**src/rtl/core/assert_macros.svh**
```systemverilog
// Assertion macros shared by the allocator RTL
`ifndef ASSERT_MACROS_SVH
`define ASSERT_MACROS_SVH
`ifndef SYNTHESIS
`define ASSERT_CLK(label, prop, msg) \
    label: assert property (@(posedge i_clk) disable iff (!i_rst_n) (prop)) \
        else $error(msg);
`define ASSERT_NEXT(label, pre, post, msg) \
    label: assert property (@(posedge i_clk) disable iff (!i_rst_n) (pre) |=> (post)) \
        else $error(msg);
`else
`define ASSERT_CLK(label, prop, msg)
`define ASSERT_NEXT(label, pre, post, msg)
`endif
`endif

```
**src/rtl/core/ffha_pkg.sv**
```systemverilog
// Types, constants and helpers of the first-fit hole allocator
package ffha_pkg;

    localparam int MAX_HOLES_DEF = 128;
    localparam int ALIGN_BYTES   = 8;
    localparam int HEADER_BYTES  = 8;
    localparam int ADDR_W        = 64;
    localparam int LEN_W         = 48;
    localparam int GRANT_W       = 28;
    localparam logic [LEN_W-1:0] SIZE_LIMIT = LEN_W'(128 * 1024 * 1024);

    typedef enum logic [1:0] {
        REQ_ALLOC = 2'd0,
        REQ_FREE  = 2'd1,
        REQ_ADD   = 2'd2,
        REQ_NONE  = 2'd3
    } t_req_type;

    typedef enum logic [1:0] {
        ST_OK      = 2'd0,
        ST_TOO_BIG = 2'd1,
        ST_NO_FIT  = 2'd2,
        ST_FULL    = 2'd3
    } t_status;

    typedef enum logic [2:0] {
        W_ALLOC,
        W_MERGE,
        W_CHAIN,
        W_MOVE,
        W_TOP,
        W_NEW
    } t_wsel;

    typedef enum logic [1:0] {
        R_IDX,
        R_NEXT,
        R_PREV
    } t_rsel;

    typedef enum logic [1:0] {
        I_HOLD,
        I_INC,
        I_DEC,
        I_CNT
    } t_idx_op;

    typedef struct packed {
        logic [1:0]         req_type;
        logic [ADDR_W-1:0]  req_addr;
        logic [LEN_W-1:0]   req_size;
    } t_req;

    typedef struct packed {
        logic [1:0]         status;
        logic [ADDR_W-1:0]  block_addr;
        logic [GRANT_W-1:0] granted_size;
    } t_rsp;

    typedef struct packed {
        logic [ADDR_W-1:0] start;
        logic [LEN_W-1:0]  length;
    } t_entry;

    typedef struct packed {
        logic    load;
        logic    rd_en;
        t_rsel   rsel;
        logic    wr_en;
        t_wsel   wsel;
        t_idx_op idx_op;
        logic    pos_save;
        logic    cnt_inc;
        logic    cnt_dec;
        logic    res_set;
        t_status res_code;
        logic    res_grant;
    } t_cmd;

    typedef struct packed {
        t_req_type req_type;
        logic      too_big;
        logic      len_zero;
        logic      idx_lt_cnt;
        logic      idx1_lt_cnt;
        logic      idx_gt_pos;
        logic      fit;
        logic      exact;
        logic      end_eq;
        logic      start_gt;
        logic      top_eq;
        logic      chain_eq;
        logic      full;
    } t_sts;

    function automatic logic [LEN_W-1:0] sat_add(input logic [LEN_W-1:0] a,
                                                 input logic [LEN_W-1:0] b);
        logic [LEN_W:0] s;
        s = {1'b0, a} + {1'b0, b};
        return s[LEN_W] ? {LEN_W{1'b1}} : s[LEN_W-1:0];
    endfunction

endpackage

```
**src/rtl/core/ffha_ctrl.sv**
```systemverilog
// Controller of the hole allocator: sequences scans, moves and result updates
`include "assert_macros.svh"
module ffha_ctrl (
    input  logic           i_clk,
    input  logic           i_rst_n,
    input  logic           i_start,
    input  ffha_pkg::t_sts i_sts,
    output ffha_pkg::t_cmd o_cmd,
    output logic           o_busy,
    output logic           o_done
);
    typedef enum logic [3:0] {
        S_IDLE,
        S_PREP,
        S_A_RD,
        S_A_CK,
        S_R_RD,
        S_R_CK,
        S_I_RD,
        S_I_CK,
        S_M_RD,
        S_M_CK,
        S_POST,
        S_U_RD,
        S_U_CK
    } t_state;

    t_state         r_state;
    t_state         n_state;
    logic           r_done;
    logic           n_done;
    ffha_pkg::t_cmd w_cmd;

    always_comb begin
        n_state = r_state;
        n_done  = 1'b0;
        w_cmd   = '0;
        case (r_state)
            S_IDLE: begin
                if (i_start) begin
                    w_cmd.load = 1'b1;
                    n_state    = S_PREP;
                end
            end
            S_PREP: begin
                case (i_sts.req_type)
                    ffha_pkg::REQ_ALLOC: begin
                        if (i_sts.too_big) begin
                            w_cmd.res_set  = 1'b1;
                            w_cmd.res_code = ffha_pkg::ST_TOO_BIG;
                            n_done         = 1'b1;
                            n_state        = S_IDLE;
                        end else begin
                            n_state = S_A_RD;
                        end
                    end
                    ffha_pkg::REQ_FREE, ffha_pkg::REQ_ADD: begin
                        if (i_sts.len_zero) begin
                            w_cmd.res_set = 1'b1;
                            n_done        = 1'b1;
                            n_state       = S_IDLE;
                        end else begin
                            n_state = S_I_RD;
                        end
                    end
                    default: begin
                        w_cmd.res_set = 1'b1;
                        n_done        = 1'b1;
                        n_state       = S_IDLE;
                    end
                endcase
            end
            S_A_RD: begin
                if (i_sts.idx_lt_cnt) begin
                    w_cmd.rd_en = 1'b1;
                    n_state     = S_A_CK;
                end else begin
                    w_cmd.res_set  = 1'b1;
                    w_cmd.res_code = ffha_pkg::ST_NO_FIT;
                    n_done         = 1'b1;
                    n_state        = S_IDLE;
                end
            end
            S_A_CK: begin
                if (i_sts.fit) begin
                    w_cmd.res_set   = 1'b1;
                    w_cmd.res_grant = 1'b1;
                    if (i_sts.exact) begin
                        n_state = S_R_RD;
                    end else begin
                        w_cmd.wr_en = 1'b1;
                        w_cmd.wsel  = ffha_pkg::W_ALLOC;
                        n_done      = 1'b1;
                        n_state     = S_IDLE;
                    end
                end else begin
                    w_cmd.idx_op = ffha_pkg::I_INC;
                    n_state      = S_A_RD;
                end
            end
            S_R_RD: begin
                if (i_sts.idx1_lt_cnt) begin
                    w_cmd.rd_en = 1'b1;
                    w_cmd.rsel  = ffha_pkg::R_NEXT;
                    n_state     = S_R_CK;
                end else begin
                    w_cmd.cnt_dec = 1'b1;
                    n_done        = 1'b1;
                    n_state       = S_IDLE;
                end
            end
            S_R_CK: begin
                w_cmd.wr_en  = 1'b1;
                w_cmd.wsel   = ffha_pkg::W_MOVE;
                w_cmd.idx_op = ffha_pkg::I_INC;
                n_state      = S_R_RD;
            end
            S_I_RD: begin
                if (i_sts.idx_lt_cnt) begin
                    w_cmd.rd_en = 1'b1;
                    n_state     = S_I_CK;
                end else begin
                    n_state = S_POST;
                end
            end
            S_I_CK: begin
                if (i_sts.end_eq) begin
                    w_cmd.wr_en   = 1'b1;
                    w_cmd.wsel    = ffha_pkg::W_MERGE;
                    w_cmd.res_set = 1'b1;
                    n_state       = S_M_RD;
                end else if (i_sts.start_gt) begin
                    n_state = S_POST;
                end else begin
                    w_cmd.idx_op = ffha_pkg::I_INC;
                    n_state      = S_I_RD;
                end
            end
            S_M_RD: begin
                if (i_sts.idx1_lt_cnt) begin
                    w_cmd.rd_en = 1'b1;
                    w_cmd.rsel  = ffha_pkg::R_NEXT;
                    n_state     = S_M_CK;
                end else begin
                    n_done  = 1'b1;
                    n_state = S_IDLE;
                end
            end
            S_M_CK: begin
                if (i_sts.chain_eq) begin
                    w_cmd.wr_en  = 1'b1;
                    w_cmd.wsel   = ffha_pkg::W_CHAIN;
                    w_cmd.idx_op = ffha_pkg::I_INC;
                    n_state      = S_R_RD;
                end else begin
                    n_done  = 1'b1;
                    n_state = S_IDLE;
                end
            end
            S_POST: begin
                w_cmd.res_set = 1'b1;
                if (i_sts.idx_lt_cnt && i_sts.top_eq) begin
                    w_cmd.wr_en = 1'b1;
                    w_cmd.wsel  = ffha_pkg::W_TOP;
                    n_done      = 1'b1;
                    n_state     = S_IDLE;
                end else if (i_sts.full) begin
                    w_cmd.res_code = ffha_pkg::ST_FULL;
                    n_done         = 1'b1;
                    n_state        = S_IDLE;
                end else begin
                    w_cmd.pos_save = 1'b1;
                    w_cmd.idx_op   = ffha_pkg::I_CNT;
                    n_state        = S_U_RD;
                end
            end
            S_U_RD: begin
                if (i_sts.idx_gt_pos) begin
                    w_cmd.rd_en = 1'b1;
                    w_cmd.rsel  = ffha_pkg::R_PREV;
                    n_state     = S_U_CK;
                end else begin
                    w_cmd.wr_en   = 1'b1;
                    w_cmd.wsel    = ffha_pkg::W_NEW;
                    w_cmd.cnt_inc = 1'b1;
                    n_done        = 1'b1;
                    n_state       = S_IDLE;
                end
            end
            S_U_CK: begin
                w_cmd.wr_en  = 1'b1;
                w_cmd.wsel   = ffha_pkg::W_MOVE;
                w_cmd.idx_op = ffha_pkg::I_DEC;
                n_state      = S_U_RD;
            end
            default: n_state = S_IDLE;
        endcase
    end

    always_ff @(posedge i_clk) begin
        if (!i_rst_n) begin
            r_state <= S_IDLE;
            r_done  <= 1'b0;
        end else begin
            r_state <= n_state;
            r_done  <= n_done;
        end
    end

    assign o_cmd  = w_cmd;
    assign o_busy = (r_state != S_IDLE);
    assign o_done = r_done;

    `ASSERT_CLK(a_done_idle, !r_done || (r_state == S_IDLE), "word shown while busy")
    `ASSERT_NEXT(a_start_prep, i_start && !o_busy, r_state == S_PREP,
                 "accepted request did not start")
    `ASSERT_CLK(a_rw_excl, !(w_cmd.wr_en && w_cmd.rd_en), "table read and write together")
endmodule

```
**config.mk**
```make
export PLATFORM = sky130hd
export DESIGN_NAME = ffha_ctrl
export DESIGN_NICKNAME = d
export VERILOG_FILES = /design/src/rtl/core/ffha_pkg.sv /design/src/rtl/core/ffha_ctrl.sv
export VERILOG_INCLUDE_DIRS = /design/src /design/src/rtl/core
export SDC_FILE = /design/constraint.sdc
export NUM_CORES = 1
export LEC_CHECK = 0
export ABC_CLOCK_PERIOD_IN_PS = 2050
export BUFFER_PORTS_ARGS = -buffer_cell sky130_fd_sc_hd__buf_4
export CORE_UTILIZATION = 48
export CTS_BUF_LIST = sky130_fd_sc_hd__clkbuf_2 sky130_fd_sc_hd__clkbuf_4 sky130_fd_sc_hd__clkbuf_8
export DETAILED_ROUTE_END_ITERATION = 6
export HOLD_SLACK_MARGIN = 0.06
export PLACE_DENSITY = 0.82
export SLEW_MARGIN = 10
export SYNTH_ARGS = -nofsm -noshare
export SYNTH_HDL_FRONTEND = slang
export SYNTH_SLANG_ARGS = --single-unit
export TNS_END_PERCENT = 5
```
**constraint.sdc**
```tcl
create_clock -name i_clk -period 2.05 [get_ports i_clk]
set_clock_uncertainty 0.1 [all_clocks]
set_input_delay 0.3075 -clock i_clk [delete_from_list [all_inputs] [get_ports i_clk]]
set_output_delay 0.3075 -clock i_clk [all_outputs]
set_load 0.05 [all_outputs]
```
# After elaboration in Yosys (flattened, before gate mapping)
# Index checks and enable logic that the tools add are counted.
# W data, S select, Z words.
dict set report op_classes {
  n_mux 63
  n_eq_ne 15
  reduce_logical 8
}
# op n
set ops {}
lappend ops {{$mux W4} 13}
lappend ops {{$pmux W4 S13} 1}
lappend ops {{$mux W3} 11}
lappend ops {{$pmux W4 S6} 1}
lappend ops {{$mux W1} 22}
lappend ops {{$eq A4 B4 Y1 const B} 5}
lappend ops {{$eq A4 B3 Y1 const B} 4}
lappend ops {{$pmux W2 S6} 1}
lappend ops {{$mux W2} 5}
lappend ops {{$eq A4 B2 Y1 const B} 2}
lappend ops {{$pmux W4 S2} 1}
lappend ops {{$reduce_or A2 Y1} 4}
lappend ops {{$pmux W1 S7} 1}
lappend ops {{$mux W6} 1}
lappend ops {{$pmux W2 S3} 1}
lappend ops {{$pmux W1 S5} 1}
lappend ops {{$eq A4 B1 Y1 const B} 1}
lappend ops {{$logic_not A4 Y1} 1}
lappend ops {{$pmux W1 S2} 2}
lappend ops {{$pmux W2 S2} 1}
lappend ops {{$reduce_bool A4 Y1} 1}
lappend ops {{$pmux W1 S3} 1}
lappend ops {{$eq A2 B1 Y1 const B} 1}
lappend ops {{$eq A2 B2 Y1 const B} 1}
lappend ops {{other kinds (3)} 3}
dict set report totals {
  reg_bits 5
  elab_cells 88
  inputBits 17
  out_inout_bits 19
}

# Logic depth before layout (Yosys ltp)
# Gate-level depths: netlist (run 1).
dict set report logic_depth {
  depth_word 4
  ltp_mapped 6
  ltp_nobuf 6
}

# Worst setup path before layout (run 1)
# OpenSTA, ideal clock, no wires.
dict set report synth_path {
  path_kind {reg2out}
  startpoint {reg r_state[2]}
  endpoint {out o_cmd[12] in the netlist's numbering}
  slack_ps -946
  t_required_ps 1642
  path_stages_with_launch 6
  n_path_buf 1
  t_arrival_ps 2588
  cell_sequence {dfxtp_1 buf_6 and2b_1 nand2_1 a311oi_1 or3_1}
}
# item line
set synth_rtl {}
lappend synth_rtl {{start: declaration} ffha_ctrl.sv:28} ;# t_state r_state;
lappend synth_rtl {{start signal: assignment} ffha_ctrl.sv:205} ;# r_state <= n_state;
lappend synth_rtl {{end: declaration} ffha_ctrl.sv:8} ;# output ffha_pkg::t_cmd o_cmd,

==> results_dict.tcl, run 1 <==
set metrics [dict create \
    viasPerCell 6.18 \
    drive_above_1_share_pct 40.1 \
    synth_top_area_share_pct 12.7 \
    dieArea_um2 1810 \
    crit_path_end_kind "output port" \
    wl_per_cell_um 15.0 \
    synth_adder_area_share_pct 3.18 \
    rsz0062_at_grt "yes" \
    gp_congestion 0.935 \
    synth_compound_area_share_pct 30.2 \
    clkPwrFrac_pct 28.4 \
    antenna_found_initial 0 \
    p_leak_nw 0.547 \
    yosys_warnings 0 \
    power_frac_comb_pct 48.1 \
    tightest_slew_ps 411 \
    syn_nets 140 \
    clockBufferDepth 2 \
    grt_pass1_wl_um 4070 \
    ys_seq_area_share_pct 12.7 \
    grt_overflow 0 \
    synthMostInstantiatedCell "nand2_1" \
    critical_path.cell_chain "buf_4 -> inv_1 -> ha_1 -> a221o_1 -> and3_1 -> o21ai_2 -> nand2_1 -> buf_6" \
    fmax_mhz 494 \
    postRouteAntennaNets 0 \
    outcome "completed" \
    syn_inst 121 \
    worst-setup-path-type "primary input to output port" \
    antenna_cells 0 \
    hold_viol 0 \
    r2r-end "r_state[1]$_SDFFE_PN0P_" \
    register_area_um2 113 \
    ys_top_cells_by_count "nand2_1 (12), o21ai_0 (9), nand2b_1 (8), nor2b_1 (8)" \
    synth.distinct_cells 39 \
    multi_input_area_um2 669 \
    min_period_over_period_pct 98.8 \
    p_switching_w 0.000181 \
    p_int_w 0.000276 \
    die_y_um 42.5 \
    place_hpwl_um 1970 \
    seqPwrFrac_pct 23.5 \
    dp_cells 173 \
    worstSkewPairLatency_ps 250 \
    hold_end "o_done$_SDFF_PN0_" \
    yosys.area_share.simple_pct 39.4 \
    synth_mux_area_share_pct 3.82 \
    grt_usage_pct 29.0 \
    cp.arrival_ps 1620 \
    num_rows 14 \
    drv_cap 0 \
    cts-root-buf "clkbuf_4" \
    synth.area.top_cells "dfxtp_1 (13%), nand2b_1 (6.4%), nor2b_1 (6.4%)" \
    synth_seq_cells 5 \
    drt-initial-drc-count 35 \
    yosysTopAreaCell "dfxtp_1" \
    wirelength_um 2670 \
    cts.htree.levels 1 \
    setup_viol 0 \
    synth_edf_count 0 \
    power_density_nw_per_um2 374 \
    fill_cells 123 \
    wl_met2_um 1310 \
    finalCriticalPeriod_ps 2030 \
    hold_start "i_rst_n" \
    synth_area_per_cell_um2 6.50 \
    dominantRegCellSynth "dfxtp_1" \
    relSlewSlack_pct 72.6 \
    drc_errors 0 \
    synthArstFlopShare_pct 0 \
    wl_met3_um 146 \
    fin_util_pct 80.2 \
    synth-xor-area-share_pct 0 \
    drt_first_pass_iters 4 \
    ir_drop_v 0.000448 \
    crit_fanout 2 \
    critPathMaxStageDelay_ps 340 \
    r2r_slack_ps 350 \
    cp_data_required_time_ps 1640 \
    grt_pass1_vias 924 \
    highest-signal-layer "met4" \
    start_util_pct 51.6 \
    cp_slowest_cell "a221o_1" \
    num-nets-final 182 \
    vias 1100 \
    path_clk_slew_ps 40 \
    ctsHoldBuffers 0 \
    portBuffers 35 \
    synth_top_family_by_area "simple AND/OR/NAND/NOR gates" \
    min_path_cells 3 \
    io_pins 36 \
    rr_startpoint "r_state[2]$_SDFFE_PN0P_" \
    cts_buffers 3 \
    fp.dieW_um 42.5 \
    start_kind "primary input" \
    cts_tree "yes" \
    reg2regPathDepth 5 \
    area_delta_synth_final_pct 55.3 \
    wirelength_met1_um 1200 \
    stdcell_count 178 \
    hp-class "primary input to flip-flop" \
    slew_viol_final 0 \
    synth_area_um2 787 \
    core_um2 1520 \
    grt_max_degree 16 \
    cts_sinks 5 \
    p_sw_share_pct 39.6 \
]
[sequential cells by signal (all words and copies together), names as in the netlist]
signal   cells
o_done       1
r_state      4
[stage by stage]
stage | setup WS [ps] | power (W) | TNS, ps | instance area (um^2) | hold WS (ps)
3_3_place_gp | -25.3 | 0.000313 | -25.3 | 1130 | 487
5_1_grt | -33.9 | 0.000479 | -66.5 | 1220 | 238
6_report | 24.5 | 0.000458 | 0 | 1220 | 242
4_1_cts | -2.43 | 0.000449 | -2.43 | 1180 | 237
2_1_floorplan | -303 | 0.000243 | -1390 | 821 | 336
3_5_place_dp | -77.6 | 0.000317 | -77.6 | 1130 | 494
[power by group through the flow]
stage | Combinational, W | Clock [W] | Sequential [W]
finish | 0.000220 | 0.000130 | 0.000107
CTS | 0.000209 | 0.000132 | 0.000109
global placement | 0.000202 | 0 | 0.000111
global route | 0.000233 | 0.000138 | 0.000108
detailed placement | 0.000206 | 0 | 0.000111
floorplan | 0.000137 | 0 | 0.000106
[layout make-up]
class	instances	share of cell area, %
Clock buffer	4	2.46
Inverter	7	2.15
Multi-Input combinational cell	99	54.8
Sequential cell	5	9.21
Tap cell	16	1.64
Timing Repair Buffer	47	29.8
[critical path, delay by kind of cell]
family,cells,cell delay [ps]
adders and majority gates,1,290
buffers and inverters,3,280
and+or+nand+nor,2,270
AOI/OAI and AO/OA,2,470
[metal layers]
| metal | vias to the layer above | track usage [%] |
|---|---|---|
| met5 | - | 0 |
| met4 | 0 | 5.00 |
| met3 | 2 | 5.60 |
| met2 | 50 | 49.5 |
| met1 | 523 | 38.0 |
| li1 | 525 | - |
[timing repair]
action	4_1_cts	5_1_grt
resized for setup	9	10
pin swaps	0	1
setup endpoints to repair	11	7
buffers inserted	0	1
hold endpoints to repair	0	0
[cells by family after synthesis]
kind of cell / Yosys count
mux: 3
compound gates: 37
buf+inv: 17
fa+ha+maj: 2
simple gates: 57
flops: 5
[how the worst max path moves through the flow]
stage,start,endpoint,slack (ps),cells past startpoint
2_1_floorplan,r_state[0]$_SDFFE_PN0P_,o_cmd[15],-300,5
3_3_place_gp,i_sts[12],o_cmd[3],-30,8
3_5_place_dp,i_sts[12],o_cmd[3],-80,8
4_1_cts,r_state[2]$_SDFFE_PN0P_,o_cmd[12],-2,5
5_1_grt,i_sts[13],o_cmd[3],-30,8
6_report,i_sts[13],o_cmd[3],20,8
[layout by cell type (no fill, tap or decap), types with 3 or more instances in the layout]
cell type and count:
buf_4 44, nand2_1 11, o21ai_0 8, inv_1 7
nand2b_1 7, nor2b_1 7, nor3_1 6, a21oi_1 6
nor2_1 5, a31oi_1 5, nand3_1 4, clkbuf_4 4
and3_1 3, o22ai_1 3, mux2i_1 3, buf_6 3
dfxtp_4 3
(Power assumes the default switching activity.)
==> inputs of run 2 (changes only) <==
--- a/config.mk
+++ b/config.mk
@@ -12,7 +12,7 @@
 export CTS_BUF_LIST = sky130_fd_sc_hd__clkbuf_2 sky130_fd_sc_hd__clkbuf_4 sky130_fd_sc_hd__clkbuf_8
 export DETAILED_ROUTE_END_ITERATION = 6
 export HOLD_SLACK_MARGIN = 0.06
-export PLACE_DENSITY = 0.82
+export PLACE_DENSITY = 0.88
 export SLEW_MARGIN = 10
 export SYNTH_ARGS = -nofsm -noshare
 export SYNTH_HDL_FRONTEND = slang
==> run 2 against run 1 <==
Effect of this change:
- cell count unchanged
- global-route usage up 1.0 points
- hold slack better by 6.2 ps
- clock power about the same
- sequential share of layout area up 0.29 points
- via count up 1.6%
- highest routed layer is now met3
==> results_dict.tcl, run 2 (same netlist as run 1, synthesis figures left out) <==
set metrics [dict create \
    outcome "completed" \
    ir_drop_v 0.000324 \
    cts_buffers 3 \
    p_leak_nw 0.536 \
    antenna_found_initial 0 \
    antenna_cells 0 \
    power_density_nw_per_um2 379 \
    hold_start "i_rst_n" \
    drive_above_1_share_pct 40.1 \
    layout.cells.most_common "buf_4" \
    cp_data_required_time_ps 1640 \
    fin_ws_ps 8.61 \
    relSlewSlack_pct 69.9 \
    worstSkewPairLatency_ps 240 \
    num-nets-final 182 \
    worst-setup-path-type "primary input to output port" \
    timing.hold.ws_ps 248 \
    drv_cap 0 \
    largest_reg_flops 4 \
    cts.htree.levels 1 \
    register_area_um2 115 \
    gp_congestion 0.933 \
    grt_overflow 0 \
    hold_viol 0 \
    grt_pass1_wl_um 4320 \
    cts_sinks 5 \
    drt_first_pass_iters 4 \
    dp_slack_ps -123 \
    dieArea_um2 1810 \
    clockBufferDepth 2 \
    multi_input_area_um2 659 \
    cts_tree "yes" \
    grt_max_degree 15 \
    portBuffers 35 \
    fmax_mhz 490 \
    die_y_um 42.5 \
    area_delta_synth_final_pct 53.9 \
    tightest_slew_ps 452 \
    postRouteAntennaNets 0 \
    setup_viol 0 \
    wirelength_um 2670 \
    viasPerCell 6.28 \
    vias 1118 \
    finalCriticalPeriod_ps 2040 \
    drt-initial-drc-count 29 \
    layout_common_cells "buf_4 (45), nand2_1 (11), o21ai_0 (8)" \
    setup.worst_path.start "i_sts[13]" \
    core_um2 1520 \
    start_util_pct 51.6 \
    place_hpwl_um 2060 \
    drc_errors 0 \
    fp.dieW_um 42.5 \
    io_pins 36 \
    min_period_over_period_pct 99.6 \
    grt_pass1_vias 991 \
    rr_startpoint "r_state[2]$_SDFFE_PN0P_" \
    slew_viol_final 0 \
    fill_cells 113 \
    crit_fanout 2 \
    wl_per_cell_um 15.0 \
    start_kind "primary input" \
    hp-class "primary input to flip-flop" \
    ctsHoldBuffers 0 \
    cp.arrival_ps 1630 \
    path_clk_slew_ps 40 \
    rsz0062_at_grt "yes" \
    crit_path_end_kind "output port" \
    num_rows 14 \
    grt_usage_pct 30.0 \
    regMostFlops "r_state" \
    cts-root-buf "clkbuf_4" \
]
-- run 2: area by class of cell --
| class | instances | area share (%) |
|---|---|---|
| Tap cell | 16 | 1.65 |
| Clock buffer | 4 | 2.48 |
| Multi-Input combinational cell | 99 | 54.4 |
| Sequential cell | 5 | 9.50 |
| Inverter | 7 | 2.17 |
| Timing Repair Buffer | 47 | 29.8 |
-- run 2: power breakdown --
group	switching, W	internal [W]
logic	0.000128	0.0000926
registers	0.0000113	0.0000988
clock network	0.0000408	0.0000868
-- run 2: final timing paths --
path,to,slack (ps),cells after the start
setup / recovery,o_cmd[3],9,8
hold reg to reg,o_done$_SDFF_PN0_,600,3
hold / removal,o_done$_SDFF_PN0_,250,3
setup reg to reg,r_state[1]$_SDFFE_PN0P_,380,5
-- run 2: worst max-delay path, stage by stage --
cell and delay [ps]:
buf_4 90, inv_1 40, ha_1 300, a221o_1 320, and3_1 190, o21ai_2 150
nand2_1 80, buf_6 150
-- run 2: timing repair --
action | 4_1_cts | 5_1_grt
endpoints found under the setup margin | 10 | 7
setup buffers | 0 | 1
gates resized for setup | 10 | 7
pin swaps | 0 | 3
-- run 2: routing by layer --
layer | global-route usage [%] | wire [um]
met1 | 38.4 | 1090
met2 | 50.5 | 1410
met3 | 6.90 | 172
met4 | 7.50 | 0
met5 | 0 | 0
-- run 2: through the flow --
stage	area (um^2)	util, %	total power (W)	instances	setup TNS [ps]
2_1_floorplan	821	-	0.000243	121	-1390
3_3_place_gp	1130	74.1	0.000317	173	-20.6
3_5_place_dp	1130	74.1	0.000322	173	-123
4_1_cts	1180	77.4	0.000456	177	-0.192
5_1_grt	1210	79.5	0.000489	178	-110
6_report	1210	79.5	0.000458	178	0
==> inputs of run 3 (changes only) <==
--- a/config.mk
+++ b/config.mk
@@ -11,8 +11,9 @@
 export CORE_UTILIZATION = 48
 export CTS_BUF_LIST = sky130_fd_sc_hd__clkbuf_2 sky130_fd_sc_hd__clkbuf_4 sky130_fd_sc_hd__clkbuf_8
 export DETAILED_ROUTE_END_ITERATION = 6
+export GPL_TIMING_DRIVEN = 1
 export HOLD_SLACK_MARGIN = 0.06
-export PLACE_DENSITY = 0.88
+export PLACE_DENSITY_LB_ADDON = 0.05
 export SLEW_MARGIN = 10
 export SYNTH_ARGS = -nofsm -noshare
 export SYNTH_HDL_FRONTEND = slang
==> run 3 against run 2 <==
Effect of this change:
- the run now ends with negative setup slack left
- clock-buffer cell count unchanged
- combinational power is 3% higher
- cell count grew 0.56%
- first-iteration DRC count grew to 3.1 times the previous value
- sequential share of layout area fell by 0.54 points
- die area did not move
- register-to-register slack worse by 60 ps
- total power rose by 3.4%
- sequential power about the same
- routed wire length increased by 17%
- via count rose by 4.1%
- hold slack lost 17 ps
==> results_dict.tcl, run 3 (same netlist as run 1, synthesis figures left out) <==
set metrics [dict create \
    fin_setup_tns_ps -3.78 \
    dp_cells 172 \
    worstSkewPairLatency_ps 250 \
    io_pins 36 \
    grt_max_degree 14 \
    num_rows 14 \
    drt-initial-drc-count 90 \
    clockBufferDepth 2 \
    rsz0062_at_grt "yes" \
    reg2regPathDepth 5 \
    layout_common_cells "buf_4 (43), nand2_1 (11), inv_1 (7), o21ai_0 (7), nor2b_1 (7)" \
    grt_pass1_vias 1019 \
    crit_path_end_kind "output port" \
    layout.cells.most_common "buf_4" \
    wl_per_cell_um 17.4 \
    cp.arrival_ps 1650 \
    portBuffers 35 \
    rr_startpoint "r_state[0]$_SDFFE_PN0P_" \
    hp-class "primary input to flip-flop" \
    relSlewSlack_pct 71.8 \
    worstSetupPathDepth 5 \
    cts_sinks 5 \
    finalCriticalPeriod_ps 2050 \
    ctsHoldBuffers 0 \
    critPathBufInv 3 \
    power_density_nw_per_um2 377 \
    r2r_slack_ps 320 \
    hold_viol 0 \
    ir_drop_v 0.000311 \
    p_leak_nw 0.561 \
    antenna_found_initial 0 \
    worst-setup-path-type "flip-flop to output port" \
    start_util_pct 51.6 \
    r2r-end "r_state[2]$_SDFFE_PN0P_" \
    setup_viol 1 \
    grt_overflow 0 \
    fmax_mhz 487 \
    timing.hold.ws_ps 231 \
    cp_data_required_time_ps 1640 \
    viasPerCell 6.50 \
    grt_pass1_wl_um 4690 \
    num-nets-final 183 \
    wirelength_um 3120 \
    regMostFlops "r_state" \
    crit_fanout 8 \
    stdcell_count 179 \
    cts.htree.levels 1 \
    setup.worst_path.start "r_state[3]$_SDFFE_PN0P_" \
    critPathMaxStageDelay_ps 400 \
    tightest_slew_ps 424 \
    area_delta_synth_final_pct 59.6 \
    start_kind "flip-flop" \
    vias 1164 \
    fp.dieW_um 42.5 \
    core_um2 1520 \
    violations "negative setup slack" \
    path_clk_slew_ps 50 \
    cts-root-buf "clkbuf_4" \
    critical_path.cell_chain "buf_6 -> buf_4 -> and3_1 -> or3_1 -> buf_6" \
    drc_errors 0 \
    cts_buffers 3 \
    antenna_cells 0 \
    fin_ws_ps -3.78 \
    cp-endpoint "o_cmd[12]" \
    drv_cap 0 \
    gp_congestion 0.905 \
    postRouteAntennaNets 0 \
    largest_reg_flops 4 \
    slew_viol_final 0 \
    drt_first_pass_iters 4 \
    grt_usage_pct 33.3 \
    place_hpwl_um 2120 \
    critPathTopFamily "simple AND/OR/NAND/NOR gates" \
    die_y_um 42.5 \
    drive_above_1_share_pct 43.6 \
    min_period_over_period_pct 100 \
    dieArea_um2 1810 \
    cts_tree "yes" \
    fill_cells 107 \
    worst_path_most_repeated_cell "buf_6" \
    cp_slowest_cell "or3_1" \
    outcome "finished, violations left" \
]
==> run 3: worst min-delay path, delay by kind of cell <==
family,cells,cell delay [ps]
AO/OA/AOI/OAI,1,50
buffers and inverters,1,110
AND/OR/NAND/NOR,1,60
==> run 3: worst min path at each step <==
stage	startpoint	to	cells after the start
global placement	i_rst_n	o_done$_SDFF_PN0_	3
CTS	i_rst_n	o_done$_SDFF_PN0_	3
global route	i_rst_n	o_done$_SDFF_PN0_	3
finish	i_rst_n	o_done$_SDFF_PN0_	3
detailed placement	i_rst_n	o_done$_SDFF_PN0_	3
floorplan	i_rst_n	o_done$_SDFF_PN0_	2
==> run 3: power by group <==
part / leakage, nW / switching, W / total [W] / internal, W
logic: 0.499 / 0.000135 / 0.000228 / 0.0000935
clock network: 0.0184 / 0.0000465 / 0.000134 / 0.0000872
registers: 0.0433 / 0.0000129 / 0.000113 / 0.0000996
==> run 3: routing by layer <==
layer	routed length, um	global-route usage [%]
met1	1240	43.4
met2	1540	56.0
met3	273	6.03
met4	64	8.75
met5	0	0
==> run 3: repair_timing <==
| item | in CTS | in global routing |
|---|---|---|
| setup endpoints to repair | 12 | 8 |
| gates cloned | 0 | 0 |
| setup buffers | 0 | 3 |
| gates resized for setup | 10 | 15 |
| pin swaps | 0 | 5 |
==> run 3: per-stage QoR <==
step | total power, W | setup slack [ps] | cell area (um^2) | util, %
finish | 0.000474 | -3.78 | 1260 | 82.4
global route | 0.000500 | -30.1 | 1260 | 82.4
CTS | 0.000454 | 6.19 | 1170 | 76.9
detailed placement | 0.000318 | -73.8 | 1120 | 73.6
global placement | 0.000312 | -29.4 | 1120 | 73.6
floorplan | 0.000243 | -303 | 821 | -
==> run 3: area by class of cell <==
type                    count  area [um^2]  area share, %
multi-input cells          99          694           55.3
repair buffers             48          373           29.7
flip-flops and latches      5          113           8.96
clock buffers               4         30.0           2.39
inverters                   7         26.3           2.09
well taps                  16         20.0           1.59
